--- src/rtl/core/hncm_pkg.sv ---
// Shared types and constants for the hypergraph net connectivity metric.
// No dependencies; used by every module of the block.
package hncm_pkg;

    localparam int PART_W          = 8;
    localparam int CNT_W           = 9;
    localparam int TOT_OUT_W       = 32;
    localparam int MAX_PARTS_DEF   = 256;
    localparam int TOTAL_WIDTH_DEF = 32;
    localparam int EPOCH_W         = 12;
    localparam int S_TDATA_W       = 8;
    localparam int M_TDATA_W       = 80;
    localparam int M_TUSER_W       = 2;

    localparam logic [CNT_W-1:0] NUM_PARTS_RST = CNT_W'(256);

    typedef struct packed {
        logic [CNT_W-1:0] parts;
        logic             bad;
    } net_sum_t;

endpackage

--- src/rtl/core/hypergraph_net_connectivity_metric.sv ---
// Top level of the hypergraph net connectivity metric.
// Depends on hncm_pkg, hncm_tracker and hncm_accum.
//
// Input channel s_*: one pin per item; s_tdata carries the part id,
// s_tlast marks the last pin of a net. Output channel m_*: one item per
// finished net with its connectivity and the running cut and volume totals.
// cfg_we/cfg_wdata write num_parts; write only while the block is idle.
//
// Throughput: one pin per cycle while s_tready is high, set by the single tag
// test-and-set of the tracker. The tag store is cleared in a pass over all
// MAX_PARTS entries (256 by default) after reset and again after every 4095
// nets; s_tready is low throughout the pass. A last pin accepted into the
// input register passes through the result register onto m_tvalid.
//
// Reset clears the counters, totals and the valid bits of both pipeline
// registers, sets num_parts to 256 and starts the clearing pass.
// When the receiver stalls, the result register holds; non-last pins keep
// flowing, and a last pin waits in the input register, after which s_tready
// falls until the result is taken.
module hypergraph_net_connectivity_metric #(
    parameter int MAX_PARTS   = hncm_pkg::MAX_PARTS_DEF,
    parameter int TOTAL_WIDTH = hncm_pkg::TOTAL_WIDTH_DEF
) (
    input  logic                           clk,
    input  logic                           rst_n,
    input  logic                           cfg_we,
    input  logic [hncm_pkg::CNT_W-1:0]     cfg_wdata,    // num_parts
    input  logic                           s_tvalid,
    output logic                           s_tready,
    input  logic [hncm_pkg::S_TDATA_W-1:0] s_tdata,      // [7:0] pin_part
    input  logic                           s_tlast,      // last_pin
    output logic                           m_tvalid,
    input  logic                           m_tready,
    output logic [hncm_pkg::M_TDATA_W-1:0] m_tdata,      // [8:0] net_parts,
                                                         // [40:9] cut_total,
                                                         // [72:41] volume_total
    output logic [hncm_pkg::M_TUSER_W-1:0] m_tuser       // [0] net_is_cut,
                                                         // [1] bad_part_seen
);

    logic [hncm_pkg::CNT_W-1:0]     num_parts_reg;
    logic                           in_vld_reg;
    logic [hncm_pkg::PART_W-1:0]    in_part_reg;
    logic                           in_last_reg;
    logic                           out_vld_reg;
    logic [hncm_pkg::CNT_W-1:0]     out_parts_reg;
    logic                           out_cut_reg;
    logic [hncm_pkg::TOT_OUT_W-1:0] out_ctot_reg;
    logic [hncm_pkg::TOT_OUT_W-1:0] out_vtot_reg;
    logic                           out_bad_reg;
    logic                           out_free;
    logic                           adv;
    logic                           fire;
    logic                           s_acc;
    logic                           clr_busy;
    logic                           is_cut;
    logic [hncm_pkg::TOT_OUT_W-1:0] cut_out;
    logic [hncm_pkg::TOT_OUT_W-1:0] vol_out;
    hncm_pkg::net_sum_t             sum;

    assign out_free = !out_vld_reg || m_tready;
    assign adv      = in_vld_reg && !clr_busy && (!in_last_reg || out_free);
    assign fire     = adv && in_last_reg;
    assign s_tready = !clr_busy && (!in_vld_reg || adv);
    assign s_acc    = s_tvalid && s_tready;

    hncm_tracker #(
        .MAX_PARTS (MAX_PARTS)
    ) u_tracker (
        .clk       (clk),
        .rst_n     (rst_n),
        .rd_en     (s_acc),
        .rd_part   (s_tdata[hncm_pkg::PART_W-1:0]),
        .upd       (adv),
        .part      (in_part_reg),
        .last      (in_last_reg),
        .num_parts (num_parts_reg),
        .sum       (sum),
        .clr_busy  (clr_busy)
    );

    hncm_accum #(
        .TOTAL_WIDTH (TOTAL_WIDTH)
    ) u_accum (
        .clk     (clk),
        .rst_n   (rst_n),
        .fire    (fire),
        .parts   (sum.parts),
        .is_cut  (is_cut),
        .cut_out (cut_out),
        .vol_out (vol_out)
    );

    always_ff @(posedge clk or negedge rst_n)
    begin
        if (!rst_n)
        begin
            num_parts_reg <= hncm_pkg::NUM_PARTS_RST;
            in_vld_reg    <= 1'b0;
            out_vld_reg   <= 1'b0;
        end
        else
        begin
            if (cfg_we)
            begin
                num_parts_reg <= cfg_wdata;
            end
            if (s_tready)
            begin
                in_vld_reg <= s_tvalid;
            end
            if (fire)
            begin
                out_vld_reg <= 1'b1;
            end
            else if (m_tready)
            begin
                out_vld_reg <= 1'b0;
            end
        end
    end

    always_ff @(posedge clk)
    begin
        if (s_acc)
        begin
            in_part_reg <= s_tdata[hncm_pkg::PART_W-1:0];
            in_last_reg <= s_tlast;
        end
        if (fire)
        begin
            out_parts_reg <= sum.parts;
            out_cut_reg   <= is_cut;
            out_ctot_reg  <= cut_out;
            out_vtot_reg  <= vol_out;
            out_bad_reg   <= sum.bad;
        end
    end

    assign m_tvalid = out_vld_reg;
    assign m_tdata  = {7'd0, out_vtot_reg, out_ctot_reg, out_parts_reg};
    assign m_tuser  = {out_bad_reg, out_cut_reg};

endmodule

--- src/rtl/core/hncm_tracker.sv ---
// Per-net part tag store, distinct-part counter and bad-id flag.
// Depends on hncm_pkg.
module hncm_tracker #(
    parameter int MAX_PARTS = hncm_pkg::MAX_PARTS_DEF
) (
    input  logic                        clk,
    input  logic                        rst_n,
    input  logic                        rd_en,
    input  logic [hncm_pkg::PART_W-1:0] rd_part,
    input  logic                        upd,
    input  logic [hncm_pkg::PART_W-1:0] part,
    input  logic                        last,
    input  logic [hncm_pkg::CNT_W-1:0]  num_parts,
    output hncm_pkg::net_sum_t          sum,
    output logic                        clr_busy
);

    localparam int IDX_W = (MAX_PARTS > 1) ? $clog2(MAX_PARTS) : 1;
    localparam int EXT_W = (IDX_W > hncm_pkg::PART_W) ? IDX_W : hncm_pkg::PART_W;
    localparam logic [IDX_W-1:0] LAST_IDX = IDX_W'(MAX_PARTS - 1);

    logic [hncm_pkg::EPOCH_W-1:0]   tag_mem [MAX_PARTS];
    logic [hncm_pkg::EPOCH_W-1:0]   tag_rd_reg;
    logic                           fwd_reg;
    logic                           fwd_next;
    logic                           first_reg;
    logic                           first_next;
    logic [hncm_pkg::EPOCH_W-1:0]   epoch_reg;
    logic [hncm_pkg::EPOCH_W-1:0]   epoch_next;
    logic                           clr_busy_reg;
    logic                           clr_busy_next;
    logic [IDX_W-1:0]               clr_ptr_reg;
    logic [IDX_W-1:0]               clr_ptr_next;
    logic [hncm_pkg::CNT_W-1:0]     cnt_reg;
    logic [hncm_pkg::CNT_W-1:0]     cnt_next;
    logic                           bad_reg;
    logic                           bad_next;
    logic [EXT_W-1:0]               part_ext;
    logic [EXT_W-1:0]               rd_ext;
    logic [IDX_W-1:0]               idx;
    logic [IDX_W-1:0]               rd_idx;
    logic                           in_range;
    logic                           seen;
    logic                           is_new;
    logic                           wr_en;
    logic [hncm_pkg::CNT_W-1:0]     cnt_upd;
    logic                           bad_upd;

    assign part_ext = EXT_W'(part);
    assign idx      = part_ext[IDX_W-1:0];
    assign rd_ext   = EXT_W'(rd_part);
    assign rd_idx   = rd_ext[IDX_W-1:0];
    assign in_range = ({1'b0, part} < num_parts) && (32'(part) < 32'(MAX_PARTS));
    assign seen     = !first_reg && (fwd_reg || (tag_rd_reg == epoch_reg));
    assign is_new   = in_range && !seen;
    assign wr_en    = upd && !last && is_new;
    assign cnt_upd  = cnt_reg + hncm_pkg::CNT_W'(is_new);
    assign bad_upd  = bad_reg || !in_range;

    assign sum.parts = cnt_upd;
    assign sum.bad   = bad_upd;
    assign clr_busy  = clr_busy_reg;

    always_comb
    begin
        cnt_next      = cnt_reg;
        bad_next      = bad_reg;
        epoch_next    = epoch_reg;
        clr_busy_next = clr_busy_reg;
        clr_ptr_next  = clr_ptr_reg;
        fwd_next      = fwd_reg;
        first_next    = first_reg;
        if (upd)
        begin
            if (last)
            begin
                cnt_next = '0;
                bad_next = 1'b0;
                if (epoch_reg == '1)
                begin
                    epoch_next    = hncm_pkg::EPOCH_W'(1);
                    clr_busy_next = 1'b1;
                    clr_ptr_next  = '0;
                end
                else
                begin
                    epoch_next = epoch_reg + hncm_pkg::EPOCH_W'(1);
                end
            end
            else
            begin
                cnt_next = cnt_upd;
                bad_next = bad_upd;
            end
        end
        if (clr_busy_reg)
        begin
            if (clr_ptr_reg == LAST_IDX)
            begin
                clr_busy_next = 1'b0;
                clr_ptr_next  = '0;
            end
            else
            begin
                clr_ptr_next = clr_ptr_reg + IDX_W'(1);
            end
        end
        if (rd_en)
        begin
            fwd_next   = wr_en && (rd_idx == idx);
            first_next = upd && last;
        end
    end

    always_ff @(posedge clk or negedge rst_n)
    begin
        if (!rst_n)
        begin
            cnt_reg      <= '0;
            bad_reg      <= 1'b0;
            epoch_reg    <= hncm_pkg::EPOCH_W'(1);
            clr_busy_reg <= 1'b1;
            clr_ptr_reg  <= '0;
            fwd_reg      <= 1'b0;
            first_reg    <= 1'b1;
        end
        else
        begin
            cnt_reg      <= cnt_next;
            bad_reg      <= bad_next;
            epoch_reg    <= epoch_next;
            clr_busy_reg <= clr_busy_next;
            clr_ptr_reg  <= clr_ptr_next;
            fwd_reg      <= fwd_next;
            first_reg    <= first_next;
        end
    end

    always_ff @(posedge clk)
    begin
        if (clr_busy_reg)
        begin
            tag_mem[clr_ptr_reg] <= '0;
        end
        else if (wr_en)
        begin
            tag_mem[idx] <= epoch_reg;
        end
        if (rd_en)
        begin
            tag_rd_reg <= tag_mem[rd_idx];
        end
    end

endmodule

--- src/rtl/core/hncm_accum.sv ---
// Saturating running totals: cut-net count and connectivity-minus-one volume.
// Depends on hncm_pkg.
module hncm_accum #(
    parameter int TOTAL_WIDTH = hncm_pkg::TOTAL_WIDTH_DEF
) (
    input  logic                           clk,
    input  logic                           rst_n,
    input  logic                           fire,
    input  logic [hncm_pkg::CNT_W-1:0]     parts,
    output logic                           is_cut,
    output logic [hncm_pkg::TOT_OUT_W-1:0] cut_out,
    output logic [hncm_pkg::TOT_OUT_W-1:0] vol_out
);

    logic [TOTAL_WIDTH-1:0] cut_reg;
    logic [TOTAL_WIDTH-1:0] cut_next;
    logic [TOTAL_WIDTH-1:0] vol_reg;
    logic [TOTAL_WIDTH-1:0] vol_next;
    logic [TOTAL_WIDTH:0]   cut_sum;
    logic [TOTAL_WIDTH:0]   vol_sum;
    logic [TOTAL_WIDTH-1:0] cut_new;
    logic [TOTAL_WIDTH-1:0] vol_new;

    assign is_cut  = parts > hncm_pkg::CNT_W'(1);
    assign cut_sum = {1'b0, cut_reg} + (TOTAL_WIDTH+1)'(1);
    assign vol_sum = {1'b0, vol_reg} + (TOTAL_WIDTH+1)'(parts - hncm_pkg::CNT_W'(1));
    assign cut_new = cut_sum[TOTAL_WIDTH] ? '1 : cut_sum[TOTAL_WIDTH-1:0];
    assign vol_new = vol_sum[TOTAL_WIDTH] ? '1 : vol_sum[TOTAL_WIDTH-1:0];

    always_comb
    begin
        cut_next = cut_reg;
        vol_next = vol_reg;
        if (fire && is_cut)
        begin
            cut_next = cut_new;
            vol_next = vol_new;
        end
    end

    assign cut_out = hncm_pkg::TOT_OUT_W'(cut_next);
    assign vol_out = hncm_pkg::TOT_OUT_W'(vol_next);

    always_ff @(posedge clk or negedge rst_n)
    begin
        if (!rst_n)
        begin
            cut_reg <= '0;
            vol_reg <= '0;
        end
        else
        begin
            cut_reg <= cut_next;
            vol_reg <= vol_next;
        end
    end

endmodule

--- config.mk ---
export PLATFORM = sky130hd
export DESIGN_NAME = hypergraph_net_connectivity_metric
export DESIGN_NICKNAME = d
export VERILOG_FILES = /design/src/rtl/core/hncm_pkg.sv /design/src/rtl/core/hypergraph_net_connectivity_metric.sv /design/src/rtl/core/hncm_tracker.sv /design/src/rtl/core/hncm_accum.sv
export SDC_FILE = /design/constraint.sdc
export NUM_CORES = 2
export LEC_CHECK = 0
export BUFFER_PORTS_ARGS = -buffer_cell sky130_fd_sc_hd__buf_2
export CORE_ASPECT_RATIO = 1.75
export CORE_MARGIN = 2
export CORE_UTILIZATION = 40
export CTS_CLUSTER_SIZE = 30
export DETAILED_ROUTE_END_ITERATION = 7
export HOLD_SLACK_MARGIN = 0.08
export RECOVER_POWER = 25
export SLEW_MARGIN = 5
export SYNTH_ARGS = -nofsm -noshare
export SYNTH_HDL_FRONTEND = slang
export SYNTH_HIERARCHICAL = 1
export SYNTH_SLANG_ARGS = --single-unit
--- constraint.sdc ---
create_clock -name clk -period 12.7 [get_ports clk]
set_input_delay 3.81 -clock clk [delete_from_list [all_inputs] [get_ports clk]]
set_output_delay 3.81 -clock clk [all_outputs]
set_load 0.03 [all_outputs]
Word level (Yosys, flattened, before mapping):

Memories as Yosys holds them, arrays and structs flattened. A register that Yosys moved wholly into a read port is not among the register bits.
Index checks and enable logic that the tools add are counted.

* flip-flop bits (word level): 192
* bits in latches: 0
* bits in writable memories: 3072
* bits in read-only memories: 0
* input bits: 23
* output and inout bits: 84
* memories: 1

* add/subtract/negate cells: 6
* $mul: 0
* divide/modulo/power cells: 0
* $lt $le $gt $ge: 2
* equal/unequal tests: 4
* shifts and indexed selects: 0
* mux-type cells: 27
* bitwise operators: 0
* reductions and logical operators: 30

Memory list
* u_tracker.tag_mem: depth 256, bits a word 12, read ports 1, clocked after memory_dff 1, wr ports 1, RTL line hncm_tracker.sv:22 `logic [hncm_pkg::EPOCH_W-1:0] tag_mem [MAX_PARTS];`

Operator list (number)
* $mux W32: 4
* $mux W8: 6
* $add A32 B1 Y33 const B: 1
* $add A32 B33 Y33: 1
* $mux W12: 2
* $mux W1: 14
* $add A12 B1 Y12 const B: 1
* $eq A12 B12 Y1: 1
* $eq A12 B12 Y1 const B: 1
* $reduce_or A12 Y1: 1
* $logic_and A1 B1 Y1: 11
* $sub A9 B1 Y10 const B: 1
* $add A9 B1 Y9: 1
* $gt A9 B1 Y1 const B: 1
* $lt A8 B9 Y1: 1
* $mux W9: 1
* $add A8 B1 Y8 const B: 1
* $eq A8 B8 Y1: 1
* $eq A8 B8 Y1 const B: 1
* $reduce_bool A2 Y1: 4
* $logic_not A1 Y1: 7
* $logic_or A1 B1 Y1: 5
* $reduce_and A3 Y1: 1
* $reduce_and A2 Y1: 1

Logic depth before layout (Yosys ltp):

* depth after elaboration: 11
* gate-level depth with buffers: 26

Cells and area by module:

The synthesis kept the hierarchy.

Modules (own cells, without submodules)
* hncm_tracker: times used 1, cells each 5764, area each 120619.4 um2
* hncm_accum: times used 1, cells each 552, area each 4595.7 um2
* hypergraph_net_connectivity_metric: times used 1, cells each 126, area each 3055.4 um2

Worst setup path before layout:

Ideal clock, no wire load.

* path kind: input port to flip-flop
* start: input m_tready
* end: memory u_tracker/tag_mem[0][7] (netlist name), data pin
* library setup time: 1.393 ns
* arrival time: 10.908 ns
* required time: 11.307 ns
* setup slack: 0.398 ns
* stages on the path: 7
* cells stage by stage: nor2b_1 -> a21oi_1 -> nand2b_1 -> clkbuf_1 -> nor2_1 -> nand3_1 -> nor2_1

* cells in the longest elaborated chain, start to end: 10

RTL lines
* start, declared: RTL line hypergraph_net_connectivity_metric.sv:33 `input logic m_tready,`
* $logic_or A1 B1 Y1: RTL line hypergraph_net_connectivity_metric.sv:61 `assign out_free = !out_vld_reg || m_tready;`
* $logic_or A1 B1 Y1: RTL line hypergraph_net_connectivity_metric.sv:62 `assign adv = in_vld_reg && !clr_busy && (!in_last_reg || out_free);`
* $logic_and A1 B1 Y1: RTL line hypergraph_net_connectivity_metric.sv:62
* net adv: RTL line hypergraph_net_connectivity_metric.sv:52 `logic adv;`
* $logic_and A1 B1 Y1 (2 in series): RTL line hncm_tracker.sv:56 `assign wr_en = upd && !last && is_new;`
* $mux W1: RTL line hncm_tracker.sv:145 `else if (wr_en)`
* $mux W1: RTL line hncm_tracker.sv:141 `if (clr_busy_reg)`
* $mux W1 (implied by the code): RTL line hncm_tracker.sv:147 `tag_mem[idx] <= epoch_reg;`
* $reduce_or A12 Y1 (no line)
* $mux W12 (no line)
* end, declared: RTL line hncm_tracker.sv:22

The timed path passes the listed nets, and every way through them passes these cells.

Final worst setup path:

* start: input m_tready
* end: memory u_tracker/tag_mem[240][4] (netlist name), data pin

The elaborated chain is that of the path after synthesis.

==> flow_summary.yaml <==
min_path:
  worst_hold_check_path_type: "reg2reg"
flow_run:
  timing.max_cap.violations: 26
layout:
  largest_register_ff_count: 3072
  post_route_cells_drive_above_1_share: 0.231
  num-fill-cells: 26802
  register_bank_with_the_most_flops: "u_tracker/tag_mem"
  flow.area_growth_from_synthesis_pct: 12.7
  post-route-util: 0.452
  finish.net_count: 6805
floorplan:
  rows: 275
  effective_utilization_at_floorplan: 0.401
  die_width_um: 432
  design.die.area_um2: 325000
  core_um2: 320000
  io-pin-count: 107
  floorplan.die.height_um: 753
route:
  vias: 66051
  detail-route-antenna-nets: 0
  routed_via_density: 5.95
  detailedRoute.firstPassIterationCount: 6
  wl_per_cell_um: 31.9
  drt_wl_total_um: 354000
  route.detailed.drc: 0
  detail_route.iter0.violations: 6631
yosys:
  post_synth_most_frequent_cells: "3168 x sky130_fd_sc_hd__edfxtp_1, 650 x sky130_fd_sc_hd__mux4_2, 249 x sky130_fd_sc_hd__nor3_1"
  synth_top_cell_by_area: "sky130_fd_sc_hd__edfxtp_1"
  dominantRegCellSynth: "sky130_fd_sc_hd__edfxtp_1"
  syn-mean-instance-area_um2: 19.9
  synth.ff_latch_count: 3276
  yosysTopAreaCellShare: 0.742
  synthDistinctLibCells: 84
  ys_top_cells_by_area: "sky130_fd_sc_hd__edfxtp_1 74%, sky130_fd_sc_hd__mux4_2 11%, sky130_fd_sc_hd__dfrtp_1 2.0%, sky130_fd_sc_hd__mux2i_1 1.6%, sky130_fd_sc_hd__a22oi_1 1.2%"
  post-synth-top-count-cell: "sky130_fd_sc_hd__edfxtp_1"
  synth-async-reset-ratio: 0.0330
  yosys_warnings: 6
  postSynthCellCount: 6442
  mappedNetlistArea_um2: 128000
  synth_edf_count: 3168
  sequential_to_total_area_share_from_yosys_stat: 0.763
global_routing:
  met1_resource_use_gr: 0.247
  first_global_vias: 68056
  groute.layer.met2.usage: 0.380
  groute.usage.overall: 0.215
  global_route_wire_length_before_repair_um: 504000
  grt_start_max_net_pins: 225
  globalRoute.busiestLayer: "met2"
  globalRouteMet3Util: 0.0272
  global_route_congestion_overflow_total: 0
  grt_antenna_before_repair: 12
sta:
  final_min_period_over_clock_period: 0.787
  slew-limit-headroom: -1.88
  totalNegativeSetupSlack_ps: 0
  clock-skew-final_ps: 88.6
  final.min_clock_period_ps: 10000
  final-setup-viol-count: 0
  hold_viol_final: 0
  drv_slew: 792
  unrepaired_setup_endpoints_after_global_routing: "false"
  fmax_mhz: 100
  worst_pin_slew_ps: 4320
setup_path:
  path_class: "in2reg"
  worst_path_max_delay_cell: "sky130_fd_sc_hd__and2_0"
  critical_path_peak_fanout: 104
  crit_top_cell: "sky130_fd_sc_hd__clkbuf_1"
  cp.arrival_ps: 10480
  crit_path_end_kind: "register"
  worstPathCellList: "clkbuf_1 -> nor2b_1 -> a21oi_1 -> clkbuf_1 -> nand2b_1 -> nand2b_1 -> nor3_1 -> clkbuf_1 -> and2_0 -> buf_4"
  critical_path_required_ps: 13180
  critPathLaunchType: "input pin"
  worst_path_largest_cell_delay_ps: 2700
clock_tree:
  worst_setup_hold_path_clk_slew_ps: 60
  worst_skew_pair.late_latency_ps: 910
  cts-htree-levels: 5
  post_cts_resize_count: 0
  cts_setup_buffers: 0
  clock_sinks: 3276
  cts.path.max_buffers: 4
  cts_root_buffer: "sky130_fd_sc_hd__clkbuf_16"
  cts_tree: "yes"
  tritoncts.num_buffers: 287
  hold_buffers: 0
outcome:
  run_status: "complete, but fails checks"
  failed_checks: "capacitance limit, slew limit"
place:
  place_congestion: 0.883
  hpwl_um: 221000
  port-buffer-count: 99
pwr:
  max-vdd-ir-drop_mv: 0.127
  total_leakage_power_nw: 43.5
  power_per_cell_area_nw_per_um2: 158
[report_power, final]
part           switching (mW)  leakage (nW)  internal, mW
Clock                    3.88          4.33          4.66
Combinational            1.51          10.4         0.761
Sequential             0.0719          28.8          12.0
[logic make-up (layout without fill, tap and decap cells)]
family | count (synthesis) | in the layout | synth area share
buffers and inverters | 447 | 949 | 0.0161
flip-flops | 3276 | 3276 | 0.763
AO/OA/AOI/OAI | 880 | 880 | 0.0469
AND/OR/NAND/NOR | 831 | 831 | 0.0320
multiplexers | 873 | 873 | 0.132
other | 1 | 9 | 0.0000292
XOR/XNOR | 87 | 87 | 0.00594
adder cells (fa/ha/maj) | 47 | 47 | 0.00464
[through the flow]
step	total power, mW	hold slack, ps	setup slack (ps)	cells	instance area, um^2
after global placement	14.5	486	3330	10589	136000
after global routing	23.6	528	2290	11107	145000
after detailed placement	14.5	487	3320	10601	136000
after CTS	23.0	506	4300	11105	145000
final	22.9	496	2700	11107	145000
after floorplan	13.8	455	398	6448	128000
[layout by cell type (no fill, tap or decap), types with 31 or more instances in the layout]
master / synthesis / layout
sky130_fd_sc_hd__edfxtp_1: 3168 / 3168
sky130_fd_sc_hd__mux4_2: 650 / 650
sky130_fd_sc_hd__clkbuf_16: 0 / 298
sky130_fd_sc_hd__buf_4: 51 / 240
sky130_fd_sc_hd__nor2_1: 231 / 204
sky130_fd_sc_hd__mux2i_1: 206 / 204
sky130_fd_sc_hd__a22oi_1: 204 / 204
sky130_fd_sc_hd__a21oi_1: 195 / 195
sky130_fd_sc_hd__clkbuf_1: 176 / 180
sky130_fd_sc_hd__nor3_2: 0 / 149
sky130_fd_sc_hd__o21ai_0: 113 / 113
sky130_fd_sc_hd__dfrtp_1: 104 / 104
sky130_fd_sc_hd__nand2_1: 104 / 104
sky130_fd_sc_hd__nor3_1: 249 / 86
sky130_fd_sc_hd__o22ai_1: 79 / 65
sky130_fd_sc_hd__xnor2_1: 59 / 59
sky130_fd_sc_hd__clkinv_1: 2 / 57
sky130_fd_sc_hd__a221oi_1: 49 / 49
sky130_fd_sc_hd__o221ai_1: 49 / 49
sky130_fd_sc_hd__clkinv_2: 0 / 46
sky130_fd_sc_hd__ha_1: 46 / 46
sky130_fd_sc_hd__inv_1: 46 / 45
sky130_fd_sc_hd__nand3_1: 44 / 44
sky130_fd_sc_hd__nor4_1: 50 / 39
sky130_fd_sc_hd__a31oi_1: 40 / 39
sky130_fd_sc_hd__a22o_1: 34 / 34
sky130_fd_sc_hd__nand2b_1: 34 / 31
[layout make-up]
cell class / instances / area (um^2) / area share
flip-flops and latches: 3276 / 97800 / 0.677
multi-input cells: 2725 / 29800 / 0.206
clock buffers: 357 / 7730 / 0.0535
well taps: 4155 / 5200 / 0.0360
repair buffers: 397 / 2680 / 0.0185
clock inverters: 147 / 1180 / 0.00814
inverters: 48 / 181 / 0.00126
diodes: 2 / 5.00 / 0.0000346
[metal layers]
layer	share of wire	wire [um]	up-vias
met2	0.52	185000	2758
met5	0.00018	64	-
met1	0.34	122000	35272
met4	0.072	25400	10
li1	-	-	27299
met3	0.060	21300	712
[critical path, delay by kind of cell]
| family | cells | cell delay [ps] |
|---|---|---|
| AO/OA/AOI/OAI | 1 | 170 |
| buffers and inverters | 4 | 2130 |
| AND/OR/NAND/NOR | 5 | 4120 |
[worst paths after layout]
| path | from | to | slack (ps) | cells past startpoint |
|---|---|---|---|---|
| max | m_tready | u_tracker/tag_mem[240][4] | 2700 | 10 |
| min | u_tracker/bad_reg | u_tracker/bad_reg | 500 | 2 |
| max reg2reg | in_part_reg[6] | out_vtot_reg[17] | 4290 | 25 |
| min reg2reg | u_tracker/bad_reg | u_tracker/bad_reg | 500 | 2 |
| max in group asynchronous | rst_n | u_accum/vol_reg[19] | 4140 | 2 |
| min in group asynchronous | rst_n | u_accum/cut_reg[18] | 4130 | 1 |
No activity file was read; power rests on OpenSTA's default activity.
